File: src/design/mlc_pkg.sv
// ----------------------------------------------------------------------------
// mlc_pkg - shared types and constants of the markdown line classifier
// Byte codes, line kinds, heading scan phases and the per-line control
// record handed from the front end to the back end.
// ----------------------------------------------------------------------------
package mlc_pkg;

    // Field widths of the result word
    localparam int FIELD_W     = 16;
    localparam int LEVEL_W     = 3;
    localparam int KIND_W      = 2;
    localparam int BYTE_W      = 8;
    localparam int OUT_TDATA_W = 40;

    // Deepest heading level and shortest rule line
    localparam logic [LEVEL_W-1:0] MAX_HEADING_LEVEL = 3'd6;
    localparam int                 MIN_RULE_LEN      = 3;

    // Byte codes
    localparam logic [BYTE_W-1:0] CH_HASH  = 8'h23;
    localparam logic [BYTE_W-1:0] CH_DASH  = 8'h2D;
    localparam logic [BYTE_W-1:0] CH_UNDER = 8'h5F;
    localparam logic [BYTE_W-1:0] CH_STAR  = 8'h2A;
    localparam logic [BYTE_W-1:0] CH_SPACE = 8'h20;
    localparam logic [BYTE_W-1:0] CH_TAB   = 8'h09;
    localparam logic [BYTE_W-1:0] CH_LF    = 8'h0A;
    localparam logic [BYTE_W-1:0] CH_CR    = 8'h0D;

    // Kind of an emitted line record
    typedef enum logic [KIND_W-1:0] {
        KIND_HEADING = 2'd0,
        KIND_RULE    = 2'd1,
        KIND_PARA    = 2'd2
    } t_line_kind;

    // Heading scan phase within a line
    typedef enum logic [1:0] {
        PH_COUNT = 2'd0,
        PH_GAP   = 2'd1,
        PH_TEXT  = 2'd2,
        PH_FAIL  = 2'd3
    } t_hd_phase;

    // Control part of a closed line
    typedef struct packed {
        t_line_kind          kind;
        logic [LEVEL_W-1:0]  level;
        logic                text_found;
    } t_line_ctl;

endpackage

File: src/design/markdown_line_classifier_core.sv
// ----------------------------------------------------------------------------
// markdown_line_classifier_core - markdown heading / rule / paragraph lines
// A record goes into the two-entry record queue when the byte that closes
// its line is accepted, then to the output register on the master side.
// Throughput: one byte per cycle while the queue has space; the queue and
// the output register keep input and output stalls apart.
// Reset: synchronous, active low; clears all line state, the queue and the
// output valid. No memory clearing pass.
// ----------------------------------------------------------------------------
module markdown_line_classifier_core #(
    parameter int OFFSET_BITS = 16
) (
    input  logic                                i_clk,
    input  logic                                i_rst_n,
    // Byte input
    input  logic                                s_axis_tvalid,
    output logic                                s_axis_tready,
    input  logic [7:0]                          s_axis_tdata,  // [7:0] data_byte
    input  logic                                s_axis_tlast,  // end_of_input
    // Line record output
    output logic                                m_axis_tvalid,
    input  logic                                m_axis_tready,
    // [2:0] level, [18:3] text_offset, [34:19] text_len, [39:35] zero
    output logic [mlc_pkg::OUT_TDATA_W-1:0]     m_axis_tdata,
    output logic [mlc_pkg::KIND_W-1:0]          m_axis_tuser   // [1:0] line_kind
);

    localparam int CTL_W = $bits(mlc_pkg::t_line_ctl);
    localparam int REC_W = CTL_W + 4 * OFFSET_BITS;
    localparam int PAD_W = mlc_pkg::OUT_TDATA_W - mlc_pkg::LEVEL_W - 2 * mlc_pkg::FIELD_W;

    logic                               space, push, avail, pop;
    mlc_pkg::t_line_ctl                 f_ctl, b_ctl;
    logic [OFFSET_BITS-1:0]             f_hts, f_start, f_len, f_trim;
    logic [OFFSET_BITS-1:0]             b_hts, b_start, b_len, b_trim;
    logic [REC_W-1:0]                   q_in, q_out;
    mlc_pkg::t_line_kind                o_kind;
    logic [mlc_pkg::LEVEL_W-1:0]        o_level;
    logic [mlc_pkg::FIELD_W-1:0]        o_offset, o_length;

    // Scan bytes and classify lines
    mlc_front #(
        .OFFSET_BITS(OFFSET_BITS)
    ) u_front (
        .i_clk    (i_clk),
        .i_rst_n  (i_rst_n),
        .i_tvalid (s_axis_tvalid),
        .o_tready (s_axis_tready),
        .i_tdata  (s_axis_tdata),
        .i_tlast  (s_axis_tlast),
        .i_space  (space),
        .o_push   (push),
        .o_ctl    (f_ctl),
        .o_hts    (f_hts),
        .o_start  (f_start),
        .o_len    (f_len),
        .o_trim   (f_trim)
    );

    assign q_in = {f_ctl, f_hts, f_start, f_len, f_trim};

    // Queue closed lines
    mlc_queue #(
        .DATA_W(REC_W)
    ) u_queue (
        .i_clk   (i_clk),
        .i_rst_n (i_rst_n),
        .i_push  (push),
        .i_data  (q_in),
        .i_pop   (pop),
        .o_space (space),
        .o_avail (avail),
        .o_data  (q_out)
    );

    assign {b_ctl, b_hts, b_start, b_len, b_trim} = q_out;

    // Format and hold records
    mlc_back #(
        .OFFSET_BITS(OFFSET_BITS)
    ) u_back (
        .i_clk    (i_clk),
        .i_rst_n  (i_rst_n),
        .i_avail  (avail),
        .o_pop    (pop),
        .i_ctl    (b_ctl),
        .i_hts    (b_hts),
        .i_start  (b_start),
        .i_len    (b_len),
        .i_trim   (b_trim),
        .o_tvalid (m_axis_tvalid),
        .i_tready (m_axis_tready),
        .o_kind   (o_kind),
        .o_level  (o_level),
        .o_offset (o_offset),
        .o_length (o_length)
    );

    assign m_axis_tdata = {{PAD_W{1'b0}}, o_length, o_offset, o_level};
    assign m_axis_tuser = o_kind;

endmodule

File: src/design/mlc_front.sv
// ----------------------------------------------------------------------------
// mlc_front - byte scanner and line classifier
// Tracks one line at a time, decides at the line end whether a record is due
// and of which kind, and pushes the raw line facts to the record queue.
// ----------------------------------------------------------------------------
module mlc_front #(
    parameter int OFFSET_BITS = 16
) (
    input  logic                               i_clk,
    input  logic                               i_rst_n,
    input  logic                               i_tvalid,
    output logic                               o_tready,
    input  logic [mlc_pkg::BYTE_W-1:0]         i_tdata,
    input  logic                               i_tlast,
    input  logic                               i_space,
    output logic                               o_push,
    output mlc_pkg::t_line_ctl                 o_ctl,
    output logic [OFFSET_BITS-1:0]             o_hts,
    output logic [OFFSET_BITS-1:0]             o_start,
    output logic [OFFSET_BITS-1:0]             o_len,
    output logic [OFFSET_BITS-1:0]             o_trim
);

    localparam int HW = mlc_pkg::LEVEL_W;

    // Line state
    logic [OFFSET_BITS-1:0]        r_byte_ofs, n_byte_ofs;
    logic [OFFSET_BITS-1:0]        r_start, n_start;
    logic [OFFSET_BITS-1:0]        r_len, n_len;
    logic [OFFSET_BITS-1:0]        r_trim, n_trim;
    logic [mlc_pkg::BYTE_W-1:0]    r_first, n_first;
    logic [HW-1:0]                 r_hash, n_hash;
    mlc_pkg::t_hd_phase            r_phase, n_phase;
    logic [OFFSET_BITS-1:0]        r_hts, n_hts;
    logic                          r_rule_ok, n_rule_ok;
    logic                          r_after_cr, n_after_cr;

    logic accept, sp, is_lf, is_cr, is_term, swallow;

    // Line state once the current byte is taken in
    logic [OFFSET_BITS-1:0]        tk_start, tk_len, tk_trim, tk_hts;
    logic [mlc_pkg::BYTE_W-1:0]    tk_first;
    logic [HW-1:0]                 tk_hash;
    mlc_pkg::t_hd_phase            tk_phase;
    logic                          tk_rule_ok;

    // Line state that the record is built from
    logic [OFFSET_BITS-1:0]        cl_start, cl_len, cl_trim, cl_hts;
    logic [mlc_pkg::BYTE_W-1:0]    cl_first;
    logic [HW-1:0]                 cl_hash;
    mlc_pkg::t_hd_phase            cl_phase;
    logic                          cl_rule_ok;
    logic                          cl_marker, do_close, emit;
    mlc_pkg::t_line_kind           cl_kind;

    assign accept   = i_tvalid && i_space;
    assign o_tready = i_space;

    // Decode the byte
    assign sp      = i_tdata inside {mlc_pkg::CH_SPACE, mlc_pkg::CH_TAB};
    assign is_lf   = (i_tdata == mlc_pkg::CH_LF);
    assign is_cr   = (i_tdata == mlc_pkg::CH_CR);
    assign is_term = is_lf || is_cr;
    assign swallow = r_after_cr && is_lf;

    // Take the byte into the open line
    always_comb begin
        tk_start   = (r_len == '0) ? r_byte_ofs : r_start;
        tk_first   = (r_len == '0) ? i_tdata : r_first;
        tk_len     = r_len + OFFSET_BITS'(1);
        tk_trim    = sp ? r_trim : tk_len;
        tk_rule_ok = r_rule_ok && !((i_tdata != tk_first) && !sp);
    end

    // Advance the heading scan phase
    always_comb begin
        tk_hash  = r_hash;
        tk_phase = r_phase;
        tk_hts   = r_hts;
        case (r_phase)
            mlc_pkg::PH_COUNT: begin
                if ((i_tdata == mlc_pkg::CH_HASH) && (r_hash < mlc_pkg::MAX_HEADING_LEVEL)) begin
                    tk_hash = r_hash + HW'(1);
                end else if (sp) begin
                    tk_phase = mlc_pkg::PH_GAP;
                end else begin
                    tk_phase = mlc_pkg::PH_FAIL;
                end
            end
            mlc_pkg::PH_GAP: begin
                if (!sp) begin
                    tk_hts   = r_byte_ofs;
                    tk_phase = mlc_pkg::PH_TEXT;
                end
            end
            default: begin
                tk_phase = r_phase;
            end
        endcase
    end

    // Pick the line image to close: a terminator closes the line as it stood
    always_comb begin
        cl_start   = is_term ? r_start   : tk_start;
        cl_len     = is_term ? r_len     : tk_len;
        cl_trim    = is_term ? r_trim    : tk_trim;
        cl_first   = is_term ? r_first   : tk_first;
        cl_hash    = is_term ? r_hash    : tk_hash;
        cl_phase   = is_term ? r_phase   : tk_phase;
        cl_hts     = is_term ? r_hts     : tk_hts;
        cl_rule_ok = is_term ? r_rule_ok : tk_rule_ok;
    end

    // Classify the closed line
    assign cl_marker = cl_first inside {mlc_pkg::CH_DASH, mlc_pkg::CH_UNDER, mlc_pkg::CH_STAR};
    assign do_close  = accept && !swallow && (is_term || i_tlast);

    always_comb begin
        emit    = 1'b0;
        cl_kind = mlc_pkg::KIND_PARA;
        if (cl_trim != '0) begin
            if (cl_first == mlc_pkg::CH_HASH) begin
                cl_kind = mlc_pkg::KIND_HEADING;
                emit    = (cl_phase != mlc_pkg::PH_FAIL);
            end else if (cl_marker && (cl_len >= OFFSET_BITS'(mlc_pkg::MIN_RULE_LEN))) begin
                cl_kind = mlc_pkg::KIND_RULE;
                emit    = cl_rule_ok;
            end else begin
                cl_kind = mlc_pkg::KIND_PARA;
                emit    = 1'b1;
            end
        end
    end

    assign o_push           = do_close && emit;
    assign o_ctl.kind       = cl_kind;
    assign o_ctl.level      = cl_hash;
    assign o_ctl.text_found = (cl_phase == mlc_pkg::PH_TEXT);
    assign o_hts            = cl_hts;
    assign o_start          = cl_start;
    assign o_len            = cl_len;
    assign o_trim           = cl_trim;

    // Next line state
    always_comb begin
        n_byte_ofs = r_byte_ofs;
        n_start    = r_start;
        n_len      = r_len;
        n_trim     = r_trim;
        n_first    = r_first;
        n_hash     = r_hash;
        n_phase    = r_phase;
        n_hts      = r_hts;
        n_rule_ok  = r_rule_ok;
        n_after_cr = r_after_cr;
        if (accept) begin
            n_byte_ofs = r_byte_ofs + OFFSET_BITS'(1);
            n_after_cr = 1'b0;
            if (!swallow) begin
                if (is_term) begin
                    n_after_cr = is_cr;
                end else begin
                    n_start   = tk_start;
                    n_len     = tk_len;
                    n_trim    = tk_trim;
                    n_first   = tk_first;
                    n_hash    = tk_hash;
                    n_phase   = tk_phase;
                    n_hts     = tk_hts;
                    n_rule_ok = tk_rule_ok;
                end
                // Drop the line once it is closed
                if (is_term || i_tlast) begin
                    n_len     = '0;
                    n_trim    = '0;
                    n_first   = '0;
                    n_hash    = '0;
                    n_phase   = mlc_pkg::PH_COUNT;
                    n_hts     = '0;
                    n_rule_ok = 1'b1;
                end
            end
            // End of text: start over at offset zero
            if (i_tlast) begin
                n_byte_ofs = '0;
                n_start    = '0;
                n_after_cr = 1'b0;
                n_len      = '0;
                n_trim     = '0;
                n_first    = '0;
                n_hash     = '0;
                n_phase    = mlc_pkg::PH_COUNT;
                n_hts      = '0;
                n_rule_ok  = 1'b1;
            end
        end
    end

    always_ff @(posedge i_clk) begin
        if (!i_rst_n) begin
            r_byte_ofs <= '0;
            r_start    <= '0;
            r_len      <= '0;
            r_trim     <= '0;
            r_first    <= '0;
            r_hash     <= '0;
            r_phase    <= mlc_pkg::PH_COUNT;
            r_hts      <= '0;
            r_rule_ok  <= 1'b1;
            r_after_cr <= 1'b0;
        end else begin
            r_byte_ofs <= n_byte_ofs;
            r_start    <= n_start;
            r_len      <= n_len;
            r_trim     <= n_trim;
            r_first    <= n_first;
            r_hash     <= n_hash;
            r_phase    <= n_phase;
            r_hts      <= n_hts;
            r_rule_ok  <= n_rule_ok;
            r_after_cr <= n_after_cr;
        end
    end

    // A text that ends restarts the offset count
    a_last_restarts: assert property (@(posedge i_clk) disable iff (!i_rst_n)
        (accept && i_tlast) |=> (r_byte_ofs == '0 && r_len == '0 && !r_after_cr))
        else $error("offset not restarted after last byte");

    // Trimmed length never runs ahead of an open line
    a_trim_needs_line: assert property (@(posedge i_clk) disable iff (!i_rst_n)
        (r_len == '0) |-> (r_trim == '0))
        else $error("trimmed length set on empty line");

endmodule

File: src/design/mlc_queue.sv
// ----------------------------------------------------------------------------
// mlc_queue - two-entry record queue
// Decouples the byte scanner from the record formatter so that either side
// can stall on its own.
// ----------------------------------------------------------------------------
module mlc_queue #(
    parameter int DATA_W = 70
) (
    input  logic              i_clk,
    input  logic              i_rst_n,
    input  logic              i_push,
    input  logic [DATA_W-1:0] i_data,
    input  logic              i_pop,
    output logic              o_space,
    output logic              o_avail,
    output logic [DATA_W-1:0] o_data
);

    localparam int DEPTH = 2;

    logic [DATA_W-1:0] r_mem [DEPTH];
    logic              r_wr_ptr, n_wr_ptr;
    logic              r_rd_ptr, n_rd_ptr;
    logic [1:0]        r_count, n_count;
    logic              do_push, do_pop;

    assign o_space = (r_count != 2'(DEPTH));
    assign o_avail = (r_count != 2'd0);
    assign o_data  = r_mem[r_rd_ptr];
    assign do_push = i_push && o_space;
    assign do_pop  = i_pop && o_avail;

    // Advance pointers and fill level
    always_comb begin
        n_wr_ptr = do_push ? !r_wr_ptr : r_wr_ptr;
        n_rd_ptr = do_pop ? !r_rd_ptr : r_rd_ptr;
        n_count  = r_count + 2'(do_push) - 2'(do_pop);
    end

    always_ff @(posedge i_clk) begin
        if (!i_rst_n) begin
            r_wr_ptr <= 1'b0;
            r_rd_ptr <= 1'b0;
            r_count  <= 2'd0;
        end else begin
            r_wr_ptr <= n_wr_ptr;
            r_rd_ptr <= n_rd_ptr;
            r_count  <= n_count;
        end
    end

    // Store the pushed word
    always_ff @(posedge i_clk) begin
        if (do_push) begin
            r_mem[r_wr_ptr] <= i_data;
        end
    end

    // Fill level stays within the depth
    a_count_bound: assert property (@(posedge i_clk) disable iff (!i_rst_n)
        r_count <= 2'(DEPTH))
        else $error("queue fill level beyond depth");

    // Pointers differ exactly when the queue holds one entry
    a_ptr_count: assert property (@(posedge i_clk) disable iff (!i_rst_n)
        (r_count == 2'd1) == (r_wr_ptr != r_rd_ptr))
        else $error("queue pointers disagree with fill level");

endmodule

File: src/design/mlc_back.sv
// ----------------------------------------------------------------------------
// mlc_back - record formatter and output register
// Works out offset and length of each queued line and holds the finished
// record until the downstream side takes it.
// ----------------------------------------------------------------------------
module mlc_back #(
    parameter int OFFSET_BITS = 16
) (
    input  logic                                i_clk,
    input  logic                                i_rst_n,
    input  logic                                i_avail,
    output logic                                o_pop,
    input  mlc_pkg::t_line_ctl                  i_ctl,
    input  logic [OFFSET_BITS-1:0]              i_hts,
    input  logic [OFFSET_BITS-1:0]              i_start,
    input  logic [OFFSET_BITS-1:0]              i_len,
    input  logic [OFFSET_BITS-1:0]              i_trim,
    output logic                                o_tvalid,
    input  logic                                i_tready,
    output mlc_pkg::t_line_kind                 o_kind,
    output logic [mlc_pkg::LEVEL_W-1:0]         o_level,
    output logic [mlc_pkg::FIELD_W-1:0]         o_offset,
    output logic [mlc_pkg::FIELD_W-1:0]         o_length
);

    localparam int FW = mlc_pkg::FIELD_W;

    logic                          r_valid;
    mlc_pkg::t_line_kind           r_kind;
    logic [mlc_pkg::LEVEL_W-1:0]   r_level;
    logic [FW-1:0]                 r_offset, r_length;

    logic [OFFSET_BITS-1:0]        end_ofs, f_ofs, f_len;
    logic [mlc_pkg::LEVEL_W-1:0]   f_level;
    logic                          load;

    // Load a new word whenever the output register is free or being emptied
    assign load  = i_avail && (!r_valid || i_tready);
    assign o_pop = load;

    assign end_ofs = i_start + i_len;

    // Format the record by kind
    always_comb begin
        f_ofs   = '0;
        f_len   = '0;
        f_level = '0;
        case (i_ctl.kind)
            mlc_pkg::KIND_HEADING: begin
                f_level = i_ctl.level;
                f_ofs   = i_ctl.text_found ? i_hts : end_ofs;
                f_len   = i_ctl.text_found ? (end_ofs - i_hts) : '0;
            end
            mlc_pkg::KIND_PARA: begin
                f_ofs = i_start;
                f_len = i_trim;
            end
            default: begin
                f_ofs = '0;
            end
        endcase
    end

    always_ff @(posedge i_clk) begin
        if (!i_rst_n) begin
            r_valid <= 1'b0;
        end else if (load) begin
            r_valid <= 1'b1;
        end else if (i_tready) begin
            r_valid <= 1'b0;
        end
    end

    // Hold the payload until taken
    always_ff @(posedge i_clk) begin
        if (load) begin
            r_kind   <= i_ctl.kind;
            r_level  <= f_level;
            r_offset <= FW'(f_ofs);
            r_length <= FW'(f_len);
        end
    end

    assign o_tvalid = r_valid;
    assign o_kind   = r_kind;
    assign o_level  = r_level;
    assign o_offset = r_offset;
    assign o_length = r_length;

    // Rule records carry no text position
    a_rule_zero: assert property (@(posedge i_clk) disable iff (!i_rst_n)
        (r_valid && r_kind == mlc_pkg::KIND_RULE)
            |-> (r_offset == '0 && r_length == '0 && r_level == '0))
        else $error("rule record with nonzero fields");

    // Heading level is set exactly for headings
    a_level_kind: assert property (@(posedge i_clk) disable iff (!i_rst_n)
        r_valid |-> ((r_kind == mlc_pkg::KIND_HEADING) == (r_level != '0)))
        else $error("heading level does not match kind");

endmodule
File: config.mk
export PLATFORM = sky130hd
export DESIGN_NAME = markdown_line_classifier_core
export DESIGN_NICKNAME = d
export VERILOG_FILES = /design/src/design/mlc_pkg.sv /design/src/design/markdown_line_classifier_core.sv /design/src/design/mlc_front.sv /design/src/design/mlc_queue.sv /design/src/design/mlc_back.sv
export SDC_FILE = /design/constraint.sdc
export NUM_CORES = 1
export LEC_CHECK = 0
export ABC_AREA = 1
export ABC_CLOCK_PERIOD_IN_PS = 5500
export BUFFER_PORTS_ARGS = -buffer_cell sky130_fd_sc_hd__buf_4
export CAP_MARGIN = 20
export CORE_MARGIN = 5
export CORE_UTILIZATION = 40
export CTS_CLUSTER_SIZE = 24
export DETAILED_ROUTE_END_ITERATION = 16
export PLACE_DENSITY = 0.65
export SLEW_MARGIN = 10
export SYNTH_ARGS = -nofsm -noshare
export SYNTH_HDL_FRONTEND = slang
export SYNTH_SLANG_ARGS = --single-unit
File: constraint.sdc
create_clock -name i_clk -period 5.5 [get_ports i_clk]
set_clock_uncertainty 0.2 [all_clocks]
set_input_delay 0.275 -clock i_clk [delete_from_list [all_inputs] [get_ports i_clk]]
set_output_delay 0.275 -clock i_clk [all_outputs]
set_load 0.005 [all_outputs]
**Word-level counts from Yosys, hierarchy flattened**

Memory sizes are Yosys's and may differ from the RTL's. A register that Yosys moved wholly into a read port is not among the register bits.
Cells that the tools add are included.

- $add $sub $neg: 7
- Multiply operators: 0
- Div/mod/pow operators: 0
- $lt $le $gt $ge: 2
- Eq/ne operators: 16
- Shift operators: 0
- Mux-type cells: 62
- Bitwise logic cells: 0
- Reduce and logical (&&, ||, !) cells: 30

Operators by type and width:

| operator | number |
|---|---|
| 2-to-1 mux 16 bit | 22 |
| one-hot mux 16 bit (2 select lines) | 2 |
| equality test 8 x 6 -> 1 bit, second input constant | 5 |
| 2-to-1 mux 8 bit | 5 |
| adder 16 x 1 -> 16 bit, second input constant | 2 |
| equality test 8 x 4 -> 1 bit, second input constant | 3 |
| 2-to-1 mux 2 bit | 10 |
| 2-to-1 mux 3 bit | 6 |
| adder 16 bit | 1 |
| >= comparator 16 x 2 -> 1 bit, second input constant | 1 |
| logical NOT 16 bit | 1 |
| 2-to-1 mux 1 bit | 16 |
| nonzero test 16 bit | 1 |
| subtractor 16 bit | 1 |
| logical AND 1 bit | 12 |
| equality test 8 x 7 -> 1 bit, second input constant | 1 |
| != test 8 bit | 1 |
| logical NOT 1 bit | 6 |
| != test 2 bit, second input constant | 3 |
| nonzero test 2 bit | 3 |
| equality test 2 bit, second input constant | 2 |
| logical NOT 2 bit | 2 |
| one-hot mux 2 bit (2 select lines) | 1 |
| adder 3 x 1 -> 3 bit, second input constant | 1 |
| other kinds (7) | 9 |

- Flip-flop bits (word level): 137
- Latch bits: 0
- RAM bits: 140
- Bits in read-only memories: 0
- Bits of input ports: 13
- Output and inout port bits: 44
- Logic and storage cells: 136
- Memories: 1

Memory list:

| name | depth | bits a word | rd ports | clocked after Yosys merged registers in | wr ports | RTL line | source |
|---|---|---|---|---|---|---|---|
| u_queue.r_mem | 2 | 70 | 1 | 1 | 1 | mlc_queue.sv:21 | `logic [DATA_W-1:0] r_mem [DEPTH];` |

**Depth between registers and ports, before layout**

Gate-level depths: netlist of run 1.

- Depth in word-level cells: 14
- Mapped depth: 29
- Gate-level depth less buffers: 26

**Hierarchy**

A second synthesis of run 1 with hierarchy kept.

- Cell total of the unflattened synthesis: 1668
- Area total of the unflattened synthesis: 14760.4 um^2

Modules (own cells, without submodules):

| module | instances | cells each | area an instance (um^2) | seq. area each (um^2) |
|---|---|---|---|---|
| mlc_front | 1 | 970 | 5778.0 | 1901.8 |
| mlc_queue | 1 | 254 | 5646.7 | 4304.1 |
| mlc_back | 1 | 438 | 3294.4 | 1131.1 |
| markdown_line_classifier_core | 1 | 6 | 41.3 | 0.0 |

**Worst setup path after synthesis of run 1**

OpenSTA, ideal clock, no wires.

- Path type: register -> register
- From: register u_front.r_len[0]
- To: memory u_queue.r_mem[0][0], enable pin
- Setup time: 0.500 ns
- Data arrival time: 4.834 ns
- Setup slack: -0.034 ns
- Stages on the path, launching flop included: 20
- Period minus slack after synthesis: 5.534 ns
- Cells stage by stage: dfxtp_1 inv_1 ha_1 nand3_1 nor2_1 nand2_2 buf_6 nand3b_1 nand2_1 inv_1 nand2_1 nor2_1 nand2_1 nand2_1 nand2_1 inv_1 nor2_2 nor2_2 inv_1 nor2_1

- Cells in the longest elaborated chain, start to end: 14
- Elaborated cells between the ends (all ways): 27
- Classes of those cells: add/sub: 1; order compare: 1; eq/ne: 5; mux: 11; reduce/logical: 9

RTL lines:

| item | RTL line | source |
|---|---|---|
| start, declared | mlc_front.sv:29 | `logic [OFFSET_BITS-1:0] r_len, n_len;` |
| start signal, assigned | mlc_front.sv:214 | `r_len <= n_len;` |
| branches (longest 9 deep; another with adder 16 x 1 -> 16 bit) | n/a |  |
| 2-to-1 mux 1 bit (*) | mlc_front.sv:121 | `if (cl_trim != '0) begin` |
| logical AND 1 bit (*) | mlc_front.sv:135 | `assign o_push = do_close && emit;` |
| logical AND 1 bit (*) | mlc_queue.sv:30 | `assign do_push = i_push && o_space;` |
| 2-to-1 mux 1 bit (*) | mlc_queue.sv:54 | `if (do_push) begin` |
| 2-to-1 mux 1 bit (not written as such) (*) | mlc_queue.sv:55 | `r_mem[r_wr_ptr] <= i_data;` |
| end, declared | mlc_queue.sv:21 |  |

Every way passes the cells marked *.

==> results by group, run 1 <==
Run status
  • Status: finished clean

Final layout
  • Final #Nets: 1,769
  • Fillers: 3,291
  • Finished Core Util: 45.77%
  • Area grow syn2layout: 12.68%
  • Share of layout cells above drive strength 1: 9.994%
  • Diodes inserted: 0

Yosys
  • Area contributors post-synth: edfxtp_1 38%, nand2_1 16%, dfxtp_1 14%, a21oi_1 4.4%, inv_1 3.5%
  • Synth Area in XOR/XNOR: 1.429%
  • Largest family of logic cells by synthesized area: simple AND/OR/NAND/NOR gates
  • Synthesized flop and latch total: 278
  • Commonest cells post-synth: 602 x nand2_1, 177 x edfxtp_1, 131 x inv_1
  • Synth cell types: 57
  • Compound-cell area share of the yosys netlist: 9.867%
  • Yosys top cell area share: 37.69%
  • Post-synth top area cell: edfxtp_1
  • Sequential share of the synthesized area: 52.03%
  • Most numerous cell in the Yosys netlist: nand2_1
  • Yosys warns: 0
  • Post-Syn Area: 14,100 um2
  • Ys async rst share: 0%
  • Mux share of post-synthesis cell area: 1.278%
  • Post-synth EDFFs: 177
  • Post-Synth Adder-Cell Area: 3.478%
  • Syn Area/Cell: 8.413 um2
  • Post-synthesis cell count: 1,676
  • Simple-Gate Fraction of Synth Area: 25.63%
  • Ys flop type: edfxtp_1

GRT
  • Gr ovfl total: 0
  • Gr usage total: 17.23%
  • Largest net degree at the start of global routing: 57
  • Vias in the first global route: 10,208
  • Antenna violations before repair: 0
  • Global-route wire length before repair: 54,810 um

Route
  • Initial DRC Count: 859
  • Routed vias/inst: 5.092
  • Drt wl/cell: 15.58 um
  • Routed vias: 11,183
  • Antenna-violating nets left: 0
  • DRT Wirelength: 34,210 um
  • # DRC: 0
  • Initial DRT Pass Iterations: 7

CTS
  • Reg clk slew, reported paths: 0.06 ns
  • Number of buffers created by CTS: 29
  • Hold buffer count at CTS: 11
  • Worst-Skew Late Latency: 0.55 ns
  • CTS Sinks: 278
  • Post CTS Setup Buffer Count: 0
  • Htree depth: 1
  • CTS tree: done
  • Clk buf depth: 3
  • CTS Root Cell: clkbuf_16
  • # resized after CTS: 0

STA
  • Max frequency: 218.0 MHz
  • Period utilization: 83.39%
  • Final Setup Violations: 0
  • Setup_tns: 0 ns
  • RSZ-0062 raised after global routing: false
  • Relative slew slack: 35.96%
  • Worst slew pin tran: 0.9583 ns
  • Fin. max-slew vios: 0
  • Final worst slack: 0.9133 ns
  • Final hold vios: 0
  • Post-layout min period: 4.587 ns

Floorplanning
  • Die X: 197.8 um
  • Row cnt: 68
  • Die H: 197.8 um
  • Initial Utilization: 40.62%
  • Die area: 39,110 um2
  • Top-Level Pins: 57
  • Core area: 34,710 um2

Worst setup path
  • Crit path launch type: flop
  • CP cell instances: inv_2 > nand2_1 > nand2_1 > ha_1 > a21oi_1 > nand2_1 > a21oi_1 > o21ai_1 > a21boi_0 > o21ai_1 > a21oi_1 > nand2_1 > and2_1 > ha_1 > inv_1 > nor3_1 > nand2_1 > o21ai_0 > xor2_1 > a21o_1
  • Worst Path Buf+Inv: 2
  • Reg2reg setup slack: 0.91 ns
  • Worst path arrival time: 4.70 ns
  • CP delay by family, top: compound AO/OA/AOI/OAI gates
  • Critical path fanouts, max: 33
  • CP endpoint kind: flop
  • Req. time, crit path: 5.61 ns
  • Setup CP Type: reg -> reg
  • Largest stage delay on the critical path: 0.53 ns
  • Slowest stage cell, crit path: dfxtp_2
  • Top cell by count, worst path: nand2_1

Place
  • Dpl ws: 0.9373 ns
  • Input/output buffers: 51
  • RD Place Congestion: 0.9162
  • Detailed Place HPWL: 24,590 um

Power
  • Pwr dens: 514.9 nW/um2
  • VDD IR max: 0.2863 mV
  • Pleak: 6.397 nW

Min path
  • Hold Path Class: in -> reg

Run
  • Max-cap violations: 0
-- layout by cell type, fill, tap and decap left out, types with 5 or more instances in the layout --
| master | instances |
|---|---|
| a211oi_1 | 8 |
| a21oi_1 | 125 |
| buf_4 | 62 |
| clkbuf_16 | 29 |
| clkinv_1 | 5 |
| conb_1 | 5 |
| dfxtp_1 | 100 |
| dlygate4sd3_1 | 11 |
| edfxtp_1 | 177 |
| ha_1 | 36 |
| inv_1 | 129 |
| inv_2 | 7 |
| mux2i_1 | 18 |
| nand2_1 | 602 |
| nand2_2 | 11 |
| nand3_1 | 74 |
| nand4_1 | 13 |
| nor2_1 | 103 |
| nor2_2 | 15 |
| nor2_4 | 6 |
| nor3_1 | 13 |
| o211ai_1 | 10 |
| o21ai_0 | 64 |
| o21ai_1 | 14 |
| o21ai_2 | 5 |
| or2_2 | 5 |
| xnor2_1 | 5 |
| xor2_1 | 18 |
-- power breakdown --
group	total, W	switching, W	internal [W]
clock network	0.00195	0.000815	0.00114
registers	0.00268	0.000113	0.00257
logic	0.00355	0.00230	0.00124
total	0.00818	0.00323	0.00495
-- tightest hold or removal path, cell delays in order --
cell,delay [ns]
buf_4,0.09
nor2_1,0.04
nand2_1,0.09
inv_2,0.09
nand3_1,0.09
a21oi_1,0.06
-- cell type report --
type                            count  area, um2  share of cell area, %
Clock inverter                     19      186.4                  1.173
Clock buffer                       35      768.2                  4.835
Timing Repair Buffer               74      595.6                  3.748
Tap cell                          455      569.3                  3.583
Inverter                          137      514.2                  3.236
Multi-Input combinational cell   1198       5917                  37.24
Sequential cell                   278       7338                  46.18
-- routing by layer --
| metal | up-vias | part of all wire [%] | wire length, um | track usage, % |
|---|---|---|---|---|
| met5 | - | 0 | 0 | 0 |
| met4 | 0 | 1.7 | 591 | 3.520 |
| met3 | 44 | 6.1 | 2088 | 1.804 |
| met2 | 310 | 46 | 15710 | 28.20 |
| met1 | 5202 | 46 | 15820 | 25.02 |
| li1 | 5627 | - | - | - |
-- per-stage QoR --
stage | power (W) | cell area (um2) | hold WS [ns] | instances
after floorplan | 0.005245 | 14120 | 0.2255 | 1680
after global placement | 0.006198 | 14820 | 0.2342 | 2131
after detailed placement | 0.006242 | 14820 | 0.2459 | 2131
after CTS | 0.008219 | 15890 | 0.01968 | 2196
after global routing | 0.008803 | 15890 | 0.06940 | 2196
final | 0.008182 | 15890 | 0.03465 | 2196
-- logic make-up after synthesis --
family,Yosys count
simple gates,864
flops,278
compound gates,250
buf+inv,204
fa+ha+maj,38
xor+xnor,23
mux,18
other cells,1
-- final timing paths --
check	end	from	cells past startpoint
setup / recovery	u_back.o_length[14]	flop	20
hold / removal	u_front.r_after_cr	s_axis_tdata[5]	6
setup reg to reg	u_back.o_length[14]	flop	20
hold reg to reg	u_queue.r_rd_ptr	u_queue.r_rd_ptr	1
-- flip-flops by register name (all words and copies together), names as in the netlist, named ones only --
register and flops:
u_queue.r_mem 140, u_back.o_length 16, u_back.o_offset 16, u_front.r_byte_ofs 16, u_front.r_hts 16, u_front.r_len 16
u_front.r_start 16, u_front.r_trim 16, u_front.r_first 8, u_back.o_level 3, u_front.r_hash 3, u_back.o_kind 2
u_front.r_phase 2, u_queue.r_count 2, u_back.o_tvalid 1, u_front.r_after_cr 1, u_front.r_rule_ok 1, u_queue.r_rd_ptr 1
u_queue.r_wr_ptr 1
No activity file was read; power rests on OpenSTA's default activity.
==> run 2: changes to the inputs <==
ABC_CLOCK_PERIOD_IN_PS = 4800   (was 5500)
PLACE_DENSITY = 0.63   (was 0.65)
clock period = 4.8 ns   (was 5.5 ns; I/O delays follow)
==> run 2 against run 1 <==
Against the previous run:
- register-to-register slack got worse by 0.49 ns
- fmax is 4.8% higher
- clock power grew 26%
- global-route usage up 0.18 points
- worst hold slack better by 0.039 ns
- sequential share of layout area is 0.51 points lower
- cell count is 0.27% higher
- largest cell class unchanged
- core utilization rose by 0.51 points
- total power up 17%
- wire length rose by 1.4%
- design area increased by 1.1%
==> results by group, run 2 (same netlist as run 1, synthesis figures left out) <==
CTS
  • Clk buf depth: 3
  • CTS Sinks: 278
  • Htree depth: 1
  • CTS tree: done
  • Number of buffers created by CTS: 29
  • Post CTS Setup Buffer Count: 0
  • Worst-Skew Late Latency: 0.54 ns
  • # resized after CTS: 0
  • Reg clk slew, reported paths: 0.07 ns
  • CTS Root Cell: clkbuf_16
  • Hold buffer count at CTS: 12

Power
  • Internal: 0.005923 W
  • VDD IR max: 0.3810 mV
  • Clock network power share: 25.5%
  • Net switching power figure: 0.003676 W
  • Pwr dens: 597.4 nW/um2
  • Combinational power share: 42.6%
  • Pleak: 6.496 nW
  • Reg power frac: 31.9%
  • Switching part of the total power: 38.30%

GRT
  • Gr usage total: 17.41%
  • Global-route wire length before repair: 55,370 um
  • Antenna violations before repair: 0
  • Largest net degree at the start of global routing: 73
  • Gr ovfl total: 0
  • Vias in the first global route: 10,393

Worst setup path
  • CP endpoint kind: flop
  • Setup CP Type: reg -> reg
  • Worst path arrival time: 4.47 ns
  • Crit path launch type: flop
  • Reg2reg setup slack: 0.42 ns
  • Req. time, crit path: 4.89 ns
  • Critical path fanouts, max: 72

Run status
  • Status: finished clean

Final layout
  • Fillers: 3,336
  • Area grow syn2layout: 13.94%
  • Finished Cell Area: 16,070 um2
  • Share of layout cells above drive strength 1: 10.19%
  • Finished Layout Cells: 2,202
  • Max reg flops: 140
  • Commonest cells after routing, fill and taps aside: 602 x nand2_1, 177 x edfxtp_1, 129 x inv_1, 125 x a21oi_1, 104 x nor2_1
  • Most common cell after layout, fill and taps aside: nand2_1
  • Most flop-heavy register: u_queue.r_mem
  • Final #Nets: 1,776
  • Finished Core Util: 46.28%
  • Diodes inserted: 0

STA
  • Final worst slack: 0.4225 ns
  • Fin. max-slew vios: 0
  • Period utilization: 91.20%
  • Max frequency: 228.4 MHz
  • Final Setup Violations: 0
  • RSZ-0062 raised after global routing: false
  • Final hold vios: 0
  • Setup_tns: 0 ns
  • Relative slew slack: 36.48%
  • Worst slew pin tran: 0.9492 ns
  • Post-layout min period: 4.378 ns

Route
  • Antenna-violating nets left: 0
  • Routed vias: 11,192
  • Initial DRC Count: 1,010
  • # DRC: 0
  • DRT Wirelength: 34,680 um
  • Initial DRT Pass Iterations: 5
  • Routed vias/inst: 5.083
  • Drt wl/cell: 15.75 um

Floorplanning
  • Core area: 34,710 um2
  • Die H: 197.8 um
  • Initial Utilization: 40.62%
  • Top-Level Pins: 57
  • Die area: 39,110 um2
  • Row cnt: 68
  • Die X: 197.8 um

Place
  • Detailed Place HPWL: 25,190 um
  • Input/output buffers: 51
  • Placed Instance Area: 14,890 um2
  • Dpl ws: 0.4615 ns
  • RD Place Congestion: 0.8897
  • Post-Place Cells: 2,137

Min path
  • Hold Path Class: in -> reg

Run
  • Max-cap violations: 0
## run 2: worst paths after layout
| kind | start | end | cells after the start |
|---|---|---|---|
| worst max register to register | flop | u_back.o_length[14] | 20 |
| worst max-delay path | flop | u_back.o_length[14] | 20 |
| worst min-delay path | s_axis_tdata[5] | u_front.r_first[5] | 7 |
| worst min register to register | u_queue.r_rd_ptr | u_queue.r_rd_ptr | 1 |
## run 2: power groups by stage
stage,logic [W],clock network [W],registers [W]
final,0.00409,0.00245,0.00306
after global routing,0.00461,0.00259,0.00309
after CTS,0.00409,0.00249,0.00306
after detailed placement,0.00405,0,0.00311
after global placement,0.00401,0,0.00310
after floorplan,0.00289,0,0.00312
## run 2: metrics by stage
step	power, W	hold WS, ns
global route	0.01029	0.08601
finish	0.009599	0.07378
global placement	0.007114	0.2384
floorplan	0.006010	0.2255
CTS	0.009643	0.03017
detailed placement	0.007168	0.2473
## run 2: routing by layer
layer,routed length [um],GRT usage [%],vias to the layer above,share of wire (%)
met5,0,0,-,0
met4,741,4.004,0,2.1
met3,2222,2.178,54,6.4
met1,15940,25.32,5178,46
met2,15780,27.98,333,45
li1,-,-,5627,-
## run 2: final cells by class
cell class	instances	area, um2	share of cell area [%]
inverters	137	514.2	3.201
repair buffers	81	675.6	4.205
clock buffers	38	822.0	5.116
clock inverters	15	232.7	1.448
flip-flops and latches	278	7338	45.67
multi-input cells	1198	5914	36.81
well taps	455	569.3	3.543
## run 2: critical path, cell delays in order, from the launching register on
cell and delay (ns):
dfxtp_2 0.36, buf_12 0.32, nand2_1 0.08, nand2_1 0.12, ha_1 0.28, a21oi_1 0.14
nand2_1 0.10, a21oi_1 0.22, o21ai_1 0.16, a21boi_0 0.31, o21ai_1 0.15, a21oi_1 0.17
nand2_1 0.09, and2_1 0.17, ha_1 0.35, inv_1 0.09, nor3_1 0.26, nand2_1 0.07
o21ai_0 0.21, xor2_1 0.09, a21o_1 0.16
==> run 3: changes to the inputs <==
ABC_CLOCK_PERIOD_IN_PS = 4900   (was 4800)
CAP_MARGIN = 10   (was 20)
clock period = 4.9 ns   (was 4.8 ns; I/O delays follow)
==> run 3 against run 2 <==
Against the previous run:
- design area shrank 0.65%
- die area unchanged
- wire length is essentially flat
- global-route usage shrank 0.19 points
- total power down 4.2%
- combinational power about the same
- register-to-register slack improved by 0.07 ns
- highest routed layer unchanged
- sequential share of layout area increased by 0.30 points
- first-iteration DRC count decreased by 10%
- setup slack improved by 0.068 ns
- sequential power down 2%
- cell count hardly changed
==> results by group, run 3 (same netlist as run 1, synthesis figures left out) <==
Run
  • Max-cap violations: 0

Power
  • Pwr dens: 575.8 nW/um2
  • VDD IR max: 0.3128 mV
  • Pleak: 6.428 nW

STA
  • RSZ-0062 raised after global routing: false
  • Max frequency: 226.8 MHz
  • Final hold vios: 0
  • Relative slew slack: 34.83%
  • Final worst slack: 0.4908 ns
  • Final Setup Violations: 0
  • Post-layout min period: 4.409 ns
  • Hold Slack: 0.02668 ns
  • Period utilization: 89.98%
  • Worst slew pin tran: 0.9751 ns
  • Setup_tns: 0 ns
  • Fin. max-slew vios: 0

CTS
  • CTS tree: done
  • Htree depth: 1
  • Number of buffers created by CTS: 29
  • Reg clk slew, reported paths: 0.06 ns
  • Clk buf depth: 3
  • Worst-Skew Late Latency: 0.55 ns
  • Post CTS Setup Buffer Count: 0
  • CTS Root Cell: clkbuf_16
  • CTS Sinks: 278

GRT
  • Gr ovfl total: 0
  • Largest net degree at the start of global routing: 73
  • Gr usage total: 17.22%
  • Global-route wire length before repair: 54,780 um
  • Vias in the first global route: 10,335
  • Antenna violations before repair: 0

Final layout
  • Area grow syn2layout: 13.19%
  • Max reg flops: 140
  • Final #Nets: 1,774
  • Diodes inserted: 0
  • Share of layout cells above drive strength 1: 10.25%
  • Commonest cells after routing, fill and taps aside: 602 x nand2_1, 177 x edfxtp_1, 129 x inv_1, 125 x a21oi_1, 103 x nor2_1
  • Most flop-heavy register: u_queue.r_mem
  • Most common cell after layout, fill and taps aside: nand2_1

Worst setup path
  • Setup CP Type: reg -> reg
  • Req. time, crit path: 5.01 ns
  • Worst path arrival time: 4.52 ns
  • Crit path launch type: flop
  • Critical path fanouts, max: 17
  • CP endpoint kind: flop

Min path
  • Hold Path Class: in -> reg

Route
  • Initial DRC Count: 906
  • # DRC: 0
  • Drt wl/cell: 15.77 um
  • Antenna-violating nets left: 0
  • Routed vias: 11,046
  • Initial DRT Pass Iterations: 5
  • Routed vias/inst: 5.019
  • DRT Wirelength: 34,720 um

Place
  • RD Place Congestion: 0.8798
  • Input/output buffers: 51
  • Detailed Place HPWL: 24,720 um
  • Dpl ws: 0.5438 ns

Floorplanning
  • Top-Level Pins: 57
  • Initial Utilization: 40.62%
  • Core area: 34,710 um2
  • Die H: 197.8 um
  • Die area: 39,110 um2
  • Die X: 197.8 um
  • Row cnt: 68

Run status
  • Status: finished clean
[run 3: worst paths after layout]
| path | end | cells after the start | slack (ns) | startpoint |
|---|---|---|---|---|
| worst max-delay path | u_back.o_length[14] | 21 | 0.49 | flop |
| worst max register to register | u_back.o_length[14] | 21 | 0.49 | flop |
| worst min register to register | u_front.r_hts[1] | 2 | 0.27 | u_front.r_hts[1] |
| worst min-delay path | u_front.r_after_cr | 6 | 0.03 | s_axis_tdata[5] |
[run 3: area by class of cell]
cell class | instances | area, um2
Clock buffer | 37 | 805.8
Clock inverter | 17 | 128.9
Fill cell | 3317 | 18750
Inverter | 137 | 514.2
Multi-Input combinational cell | 1198 | 5917
Sequential cell | 278 | 7338
Tap cell | 455 | 569.3
Timing Repair Buffer | 79 | 688.2
[run 3: critical path: stages, from the launching register on]
cell and delay, ns:
dfxtp_2 0.44, inv_2 0.16, buf_4 0.23, nand2_1 0.07
nand2_1 0.07, ha_1 0.31, inv_1 0.07, o21bai_1 0.14
a21oi_1 0.09, o21ai_1 0.27, a21boi_1 0.15, o21ai_1 0.22
a21oi_1 0.13, or2_1 0.24, and2_1 0.14, ha_1 0.35
inv_1 0.10, nor3_1 0.26, nand2_1 0.07, o21ai_0 0.20
xor2_1 0.09, a21o_1 0.15
[run 3: repair_timing]
action | in CTS | in global routing
hold buffers | 13 | 0
hold endpoints to repair | 37 | 0
gates resized for setup | 0 | 2
setup endpoints to repair | 0 | 1
[run 3: per-layer routing]
metal	routed length (um)	GRT usage, %
met3	2217	2.637
met5	0	0
met4	714	4.106
met1	16060	24.62
met2	15720	27.73
[run 3: power by group]
part | internal [W] | switching (W) | total, W
Sequential | 0.00289 | 0.000114 | 0.00300
Combinational | 0.00144 | 0.00262 | 0.00406
Clock | 0.00122 | 0.000915 | 0.00213
Total | 0.00554 | 0.00365 | 0.00919
[run 3: through the flow]
stage / cell area [um2] / utilization [%] / total power, W / instances
floorplan: 14120 / - / 0.005887 / 1680
CTS: 15930 / 45.89 / 0.009189 / 2200
global route: 15960 / 45.98 / 0.009872 / 2201
global placement: 14860 / 42.82 / 0.006983 / 2133
finish: 15960 / 45.98 / 0.009191 / 2201
detailed placement: 14860 / 42.82 / 0.007035 / 2133
